<file path="src/design/rsq_pkg.sv">
// Shared types, constants and the LFSR step of the randomized slot queue.
`default_nettype none
package rsq_pkg;

  localparam int SLOTS_DEFAULT = 16;
  localparam int VALUE_W       = 32;
  localparam int COUNT_W       = 5;
  localparam int CAP_FIELD_MAX = 31;
  localparam int RND_W         = 16;
  localparam int MOD_BITS      = 4;
  localparam int MOD_STEPS     = RND_W / MOD_BITS;
  localparam int MOD_CNT_W     = $clog2(MOD_STEPS);
  localparam int CFG_IDX_W     = 1;
  localparam int CFG_DATA_W    = 16;

  localparam logic [COUNT_W-1:0] CAP_RESET  = 5'd16;
  localparam logic [RND_W-1:0]   SEED_RESET = 16'd1;

  typedef enum logic [CFG_IDX_W-1:0] {
    REG_RANDOM_SEED = 1'b0,
    REG_CAPACITY    = 1'b1
  } rsq_cfg_reg_t;

  typedef enum logic [0:0] {
    KIND_PUT = 1'b0,
    KIND_GET = 1'b1
  } rsq_kind_t;

  typedef enum logic [2:0] {
    S_IDLE,
    S_PUT,
    S_GET,
    S_MOD,
    S_CHECK,
    S_DONE
  } rsq_state_t;

  typedef struct packed {
    logic                      kind;
    logic signed [VALUE_W-1:0] put_value;
  } rsq_req_t;

  typedef struct packed {
    logic signed [VALUE_W-1:0] got_value;
    logic                      was_empty;
    logic                      was_full;
    logic [COUNT_W-1:0]        occupancy;
  } rsq_rsp_t;

  typedef struct packed {
    logic               start;
    logic [RND_W-1:0]   dividend;
    logic [COUNT_W-1:0] divisor;
  } rsq_mod_req_t;

  function automatic logic [RND_W-1:0] lfsr_step(input logic [RND_W-1:0] cur);
    logic [RND_W-1:0] s;
    logic             fb;
    s  = (cur == '0) ? SEED_RESET : cur;
    fb = s[0] ^ s[2] ^ s[3] ^ s[5];
    return {fb, s[RND_W-1:1]};
  endfunction

endpackage
`default_nettype wire

</file>
<file path="src/design/rsq_mem.sv">
// Slot value memory: one write port, one registered read port.
`default_nettype none
module rsq_mem
  import rsq_pkg::*;
#(
  parameter int DEPTH = SLOTS_DEFAULT,
  parameter int AW    = $clog2(DEPTH)
) (
  input  wire logic                      clk,
  input  wire logic                      we,
  input  wire logic [AW-1:0]             waddr,
  input  wire logic signed [VALUE_W-1:0] wdata,
  input  wire logic                      re,
  input  wire logic [AW-1:0]             raddr,
  output logic signed [VALUE_W-1:0]      rdata
);

  logic signed [VALUE_W-1:0] mem [DEPTH];

  always_ff @(posedge clk) begin
    if (we) begin
      mem[waddr] <= wdata;
    end
  end

  always_ff @(posedge clk) begin
    if (re) begin
      rdata <= mem[raddr];
    end
  end

endmodule
`default_nettype wire

</file>
<file path="config.mk">
export PLATFORM = sky130hd
export DESIGN_NAME = rsq_mem
export DESIGN_NICKNAME = d
export VERILOG_FILES = /design/src/design/rsq_pkg.sv /design/src/design/rsq_mem.sv
export SDC_FILE = /design/constraint.sdc
export NUM_CORES = 1
export LEC_CHECK = 0
export ABC_AREA = 0
export BUFFER_PORTS_ARGS = -buffer_cell sky130_fd_sc_hd__buf_2
export CAP_MARGIN = 15
export CORE_MARGIN = 2
export CORE_UTILIZATION = 50
export DETAILED_ROUTE_END_ITERATION = 12
export PLACE_DENSITY_LB_ADDON = 0.15
export SYNTH_ARGS = -nofsm -noshare
export SYNTH_HDL_FRONTEND = slang
export SYNTH_SLANG_ARGS = --single-unit
export TNS_END_PERCENT = 50
</file>
<file path="constraint.sdc">
create_clock -name clk -period 9.4 [get_ports clk]
set_clock_uncertainty 0.1 [all_clocks]
set_input_delay 1.88 -clock clk [delete_from_list [all_inputs] [get_ports clk]]
set_output_delay 1.88 -clock clk [all_outputs]
set_load 0.005 [all_outputs]
</file>
==> flow_summary.yaml <==
logic_synthesis:
  syn_area_um2: 20200
  yosysWarnings: 0
  ys_seq_elements: 544
  ys_types: 17
  synth_nets: 881
  yosys.area_share.simple_pct: 1.25
  synth.mux.area_fraction_pct: 14.3
  avgSynthCellArea_um2: 24.1
  synth_top_family_by_area: "multiplexers"
  synthXorXnorAreaFrac_pct: 0
  synth_compound_area_share_pct: 2.38
  seq_area_frac_synth_pct: 81.0
  synthAdderAreaFrac_pct: 0
  syn_inst: 838
cts:
  clk_path_buf_depth: 3
  cts-root-buf: "clkbuf_16"
  post-cts-setup-buffers: 0
  cts_made_buffers: 55
  htree_levels: 2
  post_cts_resized: 0
  cts.sinks: 544
  cts_tree: "built"
  cts.clk_slew.worst_paths_ns: 0.06
  ctsHoldBuffers: 0
  insertion_delay_ns: 0.57
timing:
  drv_slew: 0
  max-slew-margin-rel_pct: 24.7
  final.min_clock_period_ns: 3.96
  fmax_mhz: 252
  worst_slew_pin_slew_ns: 1.13
  whs_ns: 0.638
  fin_crit_sh_pct: 42.2
  rsz0062_at_grt: "no"
  finalSetupViolations: 0
  finalHoldViolCount: 0
  fin_ws_ns: 5.44
  fin_setup_tns_ns: 0
grt:
  antenna_found_initial: 2
  grt_pass1_wl_um: 61200
  use_met3_pct: 3.45
  grt.busiest_layer: "met1"
  globalRouteOverflowTotal: 0
  grtUsageMet2_pct: 31.5
  grt_pass1_vias: 9261
  grt_util_met1_pct: 31.6
  grt_max_degree: 90
  grtUsageTotal_pct: 20.6
placed_design:
  gp_congestion: 0.686
  dpl_worst_slack_ns: 4.73
  dpl_cell_area_um2: 21300
  dp_cells: 1417
  dp_hpwl_um: 19200
  io_buffers: 74
worst_setup_path:
  crit_arrival_ns: 4.18
  crit_path_top_delay_cell: "buf_4"
  cp-start-kind: "input pin"
  critPathCaptureType: "flip-flop"
  path_cells: "clkbuf_8, buf_4, mux4_2, a22oi_1, nand2_1"
  path_delay_family: "buffers and inverters"
  crit_required_ns: 9.62
  r2r_start: "mem[2][18]"
  cp_max_fo: 64
  cp_num_buf_inv: 2
  crit_type: "input pin to flip-flop"
  critPathLaunch: "raddr[0]"
  max_stage_delay_ns: 0.73
die:
  dieArea_um2: 42000
  die_h_um: 205
  core_um2: 39800
  num_rows: 73
  start_util_pct: 50.7
  io_pins: 75
  die_x_um: 205
route:
  drc: 0
  first_pass_iters: 5
  drt-total-wl_um: 41400
  drtIter0Drc: 998
  ant_nets: 0
  routed_via_density: 5.91
  vias: 8975
  wire_per_inst_um: 27.2
final_layout:
  drive_gt1_share_pct: 32.6
  fin_area_um2: 23000
  nets: 992
  stdcell_count: 1519
  final.fill_count: 2915
  utilization_pct: 57.9
  areaGrowthSynthToFinish_pct: 14.2
min_path:
  hold_path.class: "flip-flop to flip-flop"
  hp-start: "mem[14][7]"
power_and_ir_drop:
  pwr_density_cell_nw_per_um2: 220
  finalPower_mw: 5.07
  vdd_drop_max_uv: 133
  leakage_nw: 7.36
job:
  maxCapViolCount: 0
status:
  run_status: "complete, no violations"
[power by group]
part           switching (mW)  internal [mW]  leakage (nW)  total, mW
Combinational           0.135         0.0921          1.55      0.227
Clock                   0.863           1.23         0.869       2.10
Sequential             0.0139           2.73          4.94       2.75
[worst register-to-register path, delay by kind of cell, from the launching register on]
kind            cells  cell delay (ns)
simple gates        1             0.14
mux                 1             0.47
flops               1             0.36
compound gates      1             0.23
[synthesized netlist by cell type]
library cell | instances | share of area [%]
or3b_2 | 1 | 0.043
edfxtp_1 | 544 | 81
and2_1 | 1 | 0.031
nor2_1 | 13 | 0.24
buf_1 | 9 | 0.17
nor2b_1 | 2 | 0.062
buf_6 | 2 | 0.11
buf_4 | 11 | 0.41
buf_2 | 4 | 0.099
nand3_1 | 1 | 0.025
a22oi_1 | 64 | 2.4
nand2_1 | 33 | 0.61
clkbuf_1 | 17 | 0.32
nand3b_1 | 2 | 0.074
nor3_1 | 4 | 0.099
mux4_2 | 128 | 14
nand2b_1 | 2 | 0.062
[final timing paths]
path / slack (ns) / endpoint / cells past startpoint
setup / recovery: 5.44 / rdata[8] / 5
hold / removal: 0.64 / rdata[7] / 3
setup reg to reg: 7.84 / rdata[18] / 3
hold reg to reg: 0.64 / rdata[7] / 3
[layout make-up]
class | count | area [um2] | share of cell area, %
antenna | 1 | 2.50 | 0.0109
clock buffer | 65 | 1460 | 6.32
clock inverter | 36 | 287 | 1.24
multi-input combinational | 251 | 3750 | 16.3
sequential | 544 | 16300 | 70.9
tap | 525 | 657 | 2.85
timing repair buffer | 97 | 558 | 2.42
[kinds of logic after synthesis]
group                  Yosys count
buffers and inverters           43
DFF                            544
AOI/OAI and AO/OA               64
muxes                          128
and+or+nand+nor                 59
[state kept, by name (all words and copies together) (netlist names)]
name   flops
rdata     32
mem      512
[layer usage]
metal	vias up	wire length, um
met5	-	11
met2	302	19400
met1	4792	18600
met4	2	534
li1	3833	-
met3	46	2790
[layout by cell type (no fill, tap or decap), drive strengths merged]
cell type,n
mux4,128
clkbuf,66
or3b,1
nor2b,2
nand3,1
nor3,4
nand3b,2
buf,96
nand2b,2
bufinv,5
clkinv,31
nand2,33
diode,1
and2,1
a22oi,64
edfxtp,544
nor2,13
No activity file was read; power rests on OpenSTA's default activity.
