==> config.mk <==
export PLATFORM = sky130hd
export DESIGN_NAME = rsq_mod
export DESIGN_NICKNAME = d
export VERILOG_FILES = /design/src/design/rsq_pkg.sv /design/src/design/rsq_mod.sv
export SDC_FILE = /design/constraint.sdc
export NUM_CORES = 1
export LEC_CHECK = 0
export BUFFER_PORTS_ARGS = -buffer_cell sky130_fd_sc_hd__buf_2
export CORE_MARGIN = 4
export CORE_UTILIZATION = 55
export DETAILED_ROUTE_END_ITERATION = 7
export GPL_TIMING_DRIVEN = 0
export HOLD_SLACK_MARGIN = 0.12
export PLACE_DENSITY = 0.79
export SLEW_MARGIN = 0
export SYNTH_ARGS = -nofsm -noshare
export SYNTH_HDL_FRONTEND = slang
export SYNTH_SLANG_ARGS = --single-unit
==> constraint.sdc <==
create_clock -name clk -period 15.5 [get_ports clk]
set_clock_uncertainty 0.1 [all_clocks]
set_input_delay 0.775 -clock clk [delete_from_list [all_inputs] [get_ports clk]]
set_output_delay 0.775 -clock clk [all_outputs]
set_load 0.05 [all_outputs]
==> src/design/rsq_pkg.sv <==
// Shared types, constants and the LFSR step of the randomized slot queue.
`default_nettype none
package rsq_pkg;

  localparam int SLOTS_DEFAULT = 16;
  localparam int VALUE_W       = 32;
  localparam int COUNT_W       = 5;
  localparam int CAP_FIELD_MAX = 31;
  localparam int RND_W         = 16;
  localparam int MOD_BITS      = 4;
  localparam int MOD_STEPS     = RND_W / MOD_BITS;
  localparam int MOD_CNT_W     = $clog2(MOD_STEPS);
  localparam int CFG_IDX_W     = 1;
  localparam int CFG_DATA_W    = 16;

  localparam logic [COUNT_W-1:0] CAP_RESET  = 5'd16;
  localparam logic [RND_W-1:0]   SEED_RESET = 16'd1;

  typedef enum logic [CFG_IDX_W-1:0] {
    REG_RANDOM_SEED = 1'b0,
    REG_CAPACITY    = 1'b1
  } rsq_cfg_reg_t;

  typedef enum logic [0:0] {
    KIND_PUT = 1'b0,
    KIND_GET = 1'b1
  } rsq_kind_t;

  typedef enum logic [2:0] {
    S_IDLE,
    S_PUT,
    S_GET,
    S_MOD,
    S_CHECK,
    S_DONE
  } rsq_state_t;

  typedef struct packed {
    logic                      kind;
    logic signed [VALUE_W-1:0] put_value;
  } rsq_req_t;

  typedef struct packed {
    logic signed [VALUE_W-1:0] got_value;
    logic                      was_empty;
    logic                      was_full;
    logic [COUNT_W-1:0]        occupancy;
  } rsq_rsp_t;

  typedef struct packed {
    logic               start;
    logic [RND_W-1:0]   dividend;
    logic [COUNT_W-1:0] divisor;
  } rsq_mod_req_t;

  function automatic logic [RND_W-1:0] lfsr_step(input logic [RND_W-1:0] cur);
    logic [RND_W-1:0] s;
    logic             fb;
    s  = (cur == '0) ? SEED_RESET : cur;
    fb = s[0] ^ s[2] ^ s[3] ^ s[5];
    return {fb, s[RND_W-1:1]};
  endfunction

endpackage
`default_nettype wire

==> src/design/rsq_mod.sv <==
// Iterative remainder unit: 16-bit draw modulo a 5-bit divisor, four bits a cycle.
`default_nettype none
module rsq_mod
  import rsq_pkg::*;
(
  input  wire logic               clk,
  input  wire logic               rst,
  input  wire rsq_mod_req_t       req,
  output logic                    done,
  output logic [COUNT_W-1:0]      rem
);

  logic                 busy;
  logic [MOD_CNT_W-1:0] cnt;
  logic [RND_W-1:0]     shreg;
  logic [COUNT_W-1:0]   divisor;
  logic [COUNT_W-1:0]   rem_next;

  always_comb begin
    logic [COUNT_W:0] t;
    rem_next = rem;
    for (int k = 0; k < MOD_BITS; k++) begin
      t = {rem_next, shreg[RND_W-1-k]};
      if (t >= {1'b0, divisor}) begin
        t = t - {1'b0, divisor};
      end
      rem_next = t[COUNT_W-1:0];
    end
  end

  always_ff @(posedge clk) begin
    if (rst) begin
      busy <= 1'b0;
      done <= 1'b0;
      cnt  <= '0;
    end else begin
      done <= 1'b0;
      if (req.start) begin
        busy    <= 1'b1;
        cnt     <= '0;
        shreg   <= req.dividend;
        divisor <= req.divisor;
        rem     <= '0;
      end else if (busy) begin
        rem   <= rem_next;
        shreg <= shreg << MOD_BITS;
        cnt   <= cnt + 1'b1;
        if (cnt == MOD_CNT_W'(MOD_STEPS - 1)) begin
          busy <= 1'b0;
          done <= 1'b1;
        end
      end
    end
  end

endmodule
`default_nettype wire

==> run_results.csv <==
group,metric,value,unit
drt,drt_iter0_markers,36,
synthesis,syn_area_per_cell,11.5,sq um
clock_tree,cts-resized-gates,0,
floorplan,start_util,0.586,
synthesis,synth_flop_cell,"edfxtp_1",
drt,drtPass1Iterations,4,
hold_path,hold_path_depth,2,
drt,vias,1548,
synthesis,synth_edf_count,26,
timing,rsz0062_at_grt,"no",
synthesis,async_flop_share,0,
timing,tightest_slew,0.571,ns
global_route,grt_max_degree,21,
global_route,grt_pass1_wl,7.16,mm
place,hpwl,3.34,mm
clock_tree,clockBufferDepth,2,
worst_setup_path,crit_path_end_kind,"flop",
synthesis,synthesis.area,0.00221,sq mm
drt,routed_wl,4.24,mm
layout,drive_above_1_share,0.279,
worst_setup_path,cpPeakStageDelay,0.49,ns
timing,setup_tns,0,ns
flow_run,maxCapViolations,0,
drt,wl_per_cell,15.3,microns
worst_setup_path,crit_type,"reg2reg",
global_route,antenna_found_initial,0,
global_route,grt_pass1_vias,1559,
synthesis,synth_nets,241,
floorplan,fp.dieArea,0.00509,sq mm
synthesis,ys_seq_area_frac,0.390,
clock_tree,cts_root_buffer,"clkbuf_8",
place,placement.io_buffers,28,
worst_setup_path,worstSetupStartpointType,"flop",
global_route,overflow,0,
synthesis,ys_warn_count,0,
synthesis,synth_seq_cells,30,
worst_setup_path,r2r_cells,30,
hold_path,hp-class,"reg2reg",
timing,fin_crit_sh,0.494,
floorplan,ios,30,
worst_setup_path,cp.depth,30,
timing,drv_slew,0,
worst_setup_path,critical_path_required,15.41,ns
timing,setup_violations,0,
clock_tree,path_clk_slew,0.06,ns
timing,slew_headroom,0.619,
timing,hold_violations,0,
status,outcome,"finished clean",
timing,final.min_clock_period,7.66,ns
worst_setup_path,r2r_slack,7.84,ns
clock_tree,clock_sinks,30,
floorplan,std_cell_rows,22,
floorplan,die_height,71.4,microns
layout,antenna_cells,0,
clock_tree,tritoncts,"yes",
layout,nNetsFinal,277,
clock_tree,postCtsSetupRepairBufs,0,
floorplan,core,0.00377,sq mm
synthesis,yosysUniqueCellTypes,48,
layout,nFillCells,296,
clock_tree,cts_buffers,5,
worst_setup_path,critical_path_buf_inv_count,3,
drt,viasPerCell,5.59,
drt,ant_nets,0,
clock_tree,cts_hold_buf,0,
clock_tree,clkLatencyLatePin,0.28,ns
timing,fmax,131,MHz
worst_setup_path,cp_max_fo,7,
layout,syn_to_final_growth,14.2,%
floorplan,die_w,71.4,microns
global_route,grt_usage,0.183,
worst_setup_path,cpLargestDelayFamily,"compound AO/OA/AOI/OAI gates",
clock_tree,cts_htree_levels,2,
worst_setup_path,slowest_stage,"edfxtp_1",
worst_setup_path,arrival,7.57,ns
synthesis,syn_inst,192,
place,routabilityCongestion,0.808,
drt,drc,0,
==> synthesized netlist by cell type, types with 2 or more instances <==
master    number  area [sq um]
o211ai_1       2          15.0
a21o_1         8          60.1
a211oi_2       3          37.5
nor2_1        13          48.8
a211o_1        2          17.5
xor2_1         2          17.5
xnor2_1        9          78.8
fa_1           4          80.1
and2_1         6          37.5
inv_1         16          60.1
buf_1          2          7.51
nand2b_1       3          18.8
mux2i_1        7          70.1
ha_1          21           263
nand3b_1       2          15.0
dfxtp_1        4          80.1
nand2_1        4          15.0
edfxtp_1      26           781
mux2_2        16           180
a21oi_1        9          45.0
nor2b_1        3          18.8
nor3_1         4          20.0
==> cells by family after synthesis <==
kind of cell	count (synthesis)	synth area share
AND/OR/NAND/NOR	41	0.101
adder cells (fa/ha/maj)	25	0.155
AO/OA/AOI/OAI	40	0.144
XOR/XNOR	11	0.0436
buffers and inverters	20	0.0374
flip-flops	30	0.390
multiplexers	25	0.129
==> worst register-to-register path: cells and delay by family, from the launching register on <==
kind	cells	cell delay, ns
multiplexers	4	1.14
flip-flops	1	0.49
AO/OA/AOI/OAI	11	2.53
adder cells (fa/ha/maj)	5	1.88
buffers and inverters	3	0.28
AND/OR/NAND/NOR	7	0.97
==> state kept, by name (all words and copies together) (netlist names) <==
signal and flops:
divisor 5, cnt 2, shreg 16, done 1, rem 5, busy 1
==> cell type report <==
type | instances | area (sq um) | share of cell area
inverter | 16 | 60.1 | 0.0238
tap | 48 | 60.1 | 0.0238
sequential | 30 | 861 | 0.341
multi-input combinational | 142 | 1270 | 0.503
clock buffer | 6 | 82.6 | 0.0328
buffer | 4 | 22.5 | 0.00893
timing repair buffer | 29 | 155 | 0.0615
clock inverter | 2 | 12.5 | 0.00496
==> per-layer routing <==
metal	global-route usage	share of wire	vias up
met3	0.0365	0.042	4
met2	0.323	0.52	27
met4	0.0835	0.011	0
met1	0.213	0.42	730
met5	0	0	-
li1	-	-	787
==> cells in the final DEF (no fill, tap or decap), drive strengths merged, types with 2 or more instances in the layout <==
cell,instances
a211o,2
a211oi,5
a21o,8
a21oi,10
and2,6
buf,32
clkbuf,7
dfxtp,4
edfxtp,26
fa,4
ha,21
inv,16
mux2,17
mux2i,8
nand2,5
nand2b,3
nand3,2
nand3b,2
nor2,13
nor2b,3
nor3,4
o211ai,2
o21ai,2
xnor2,9
xor2,2
==> per-stage QoR <==
step           utilization  cell area, sq um  std cells  setup slack, ns  hold WS (ns)
2_1_floorplan            -              2210        192             8.54         0.365
3_3_place_gp         0.639              2410        268             7.94         0.398
3_5_place_dp         0.643              2430        269             7.88         0.404
4_1_cts              0.669              2520        277             7.82         0.418
5_1_grt              0.669              2520        277             7.44         0.464
6_report             0.669              2520        277             7.84         0.416
==> final timing paths <==
| check | startpoint | end |
|---|---|---|
| max | divisor[0]$_DFFE_PP_ | rem[4]$_SDFFCE_PP0P_ |
| min | busy$_SDFF_PP0_ | done$_SDFF_PP0_ |
| max reg2reg | divisor[0]$_DFFE_PP_ | rem[4]$_SDFFCE_PP0P_ |
| min reg2reg | busy$_SDFF_PP0_ | done$_SDFF_PP0_ |
Power is not shown: default switching activity piles up to over one toggle a cycle in this logic, so the estimate is an artifact.
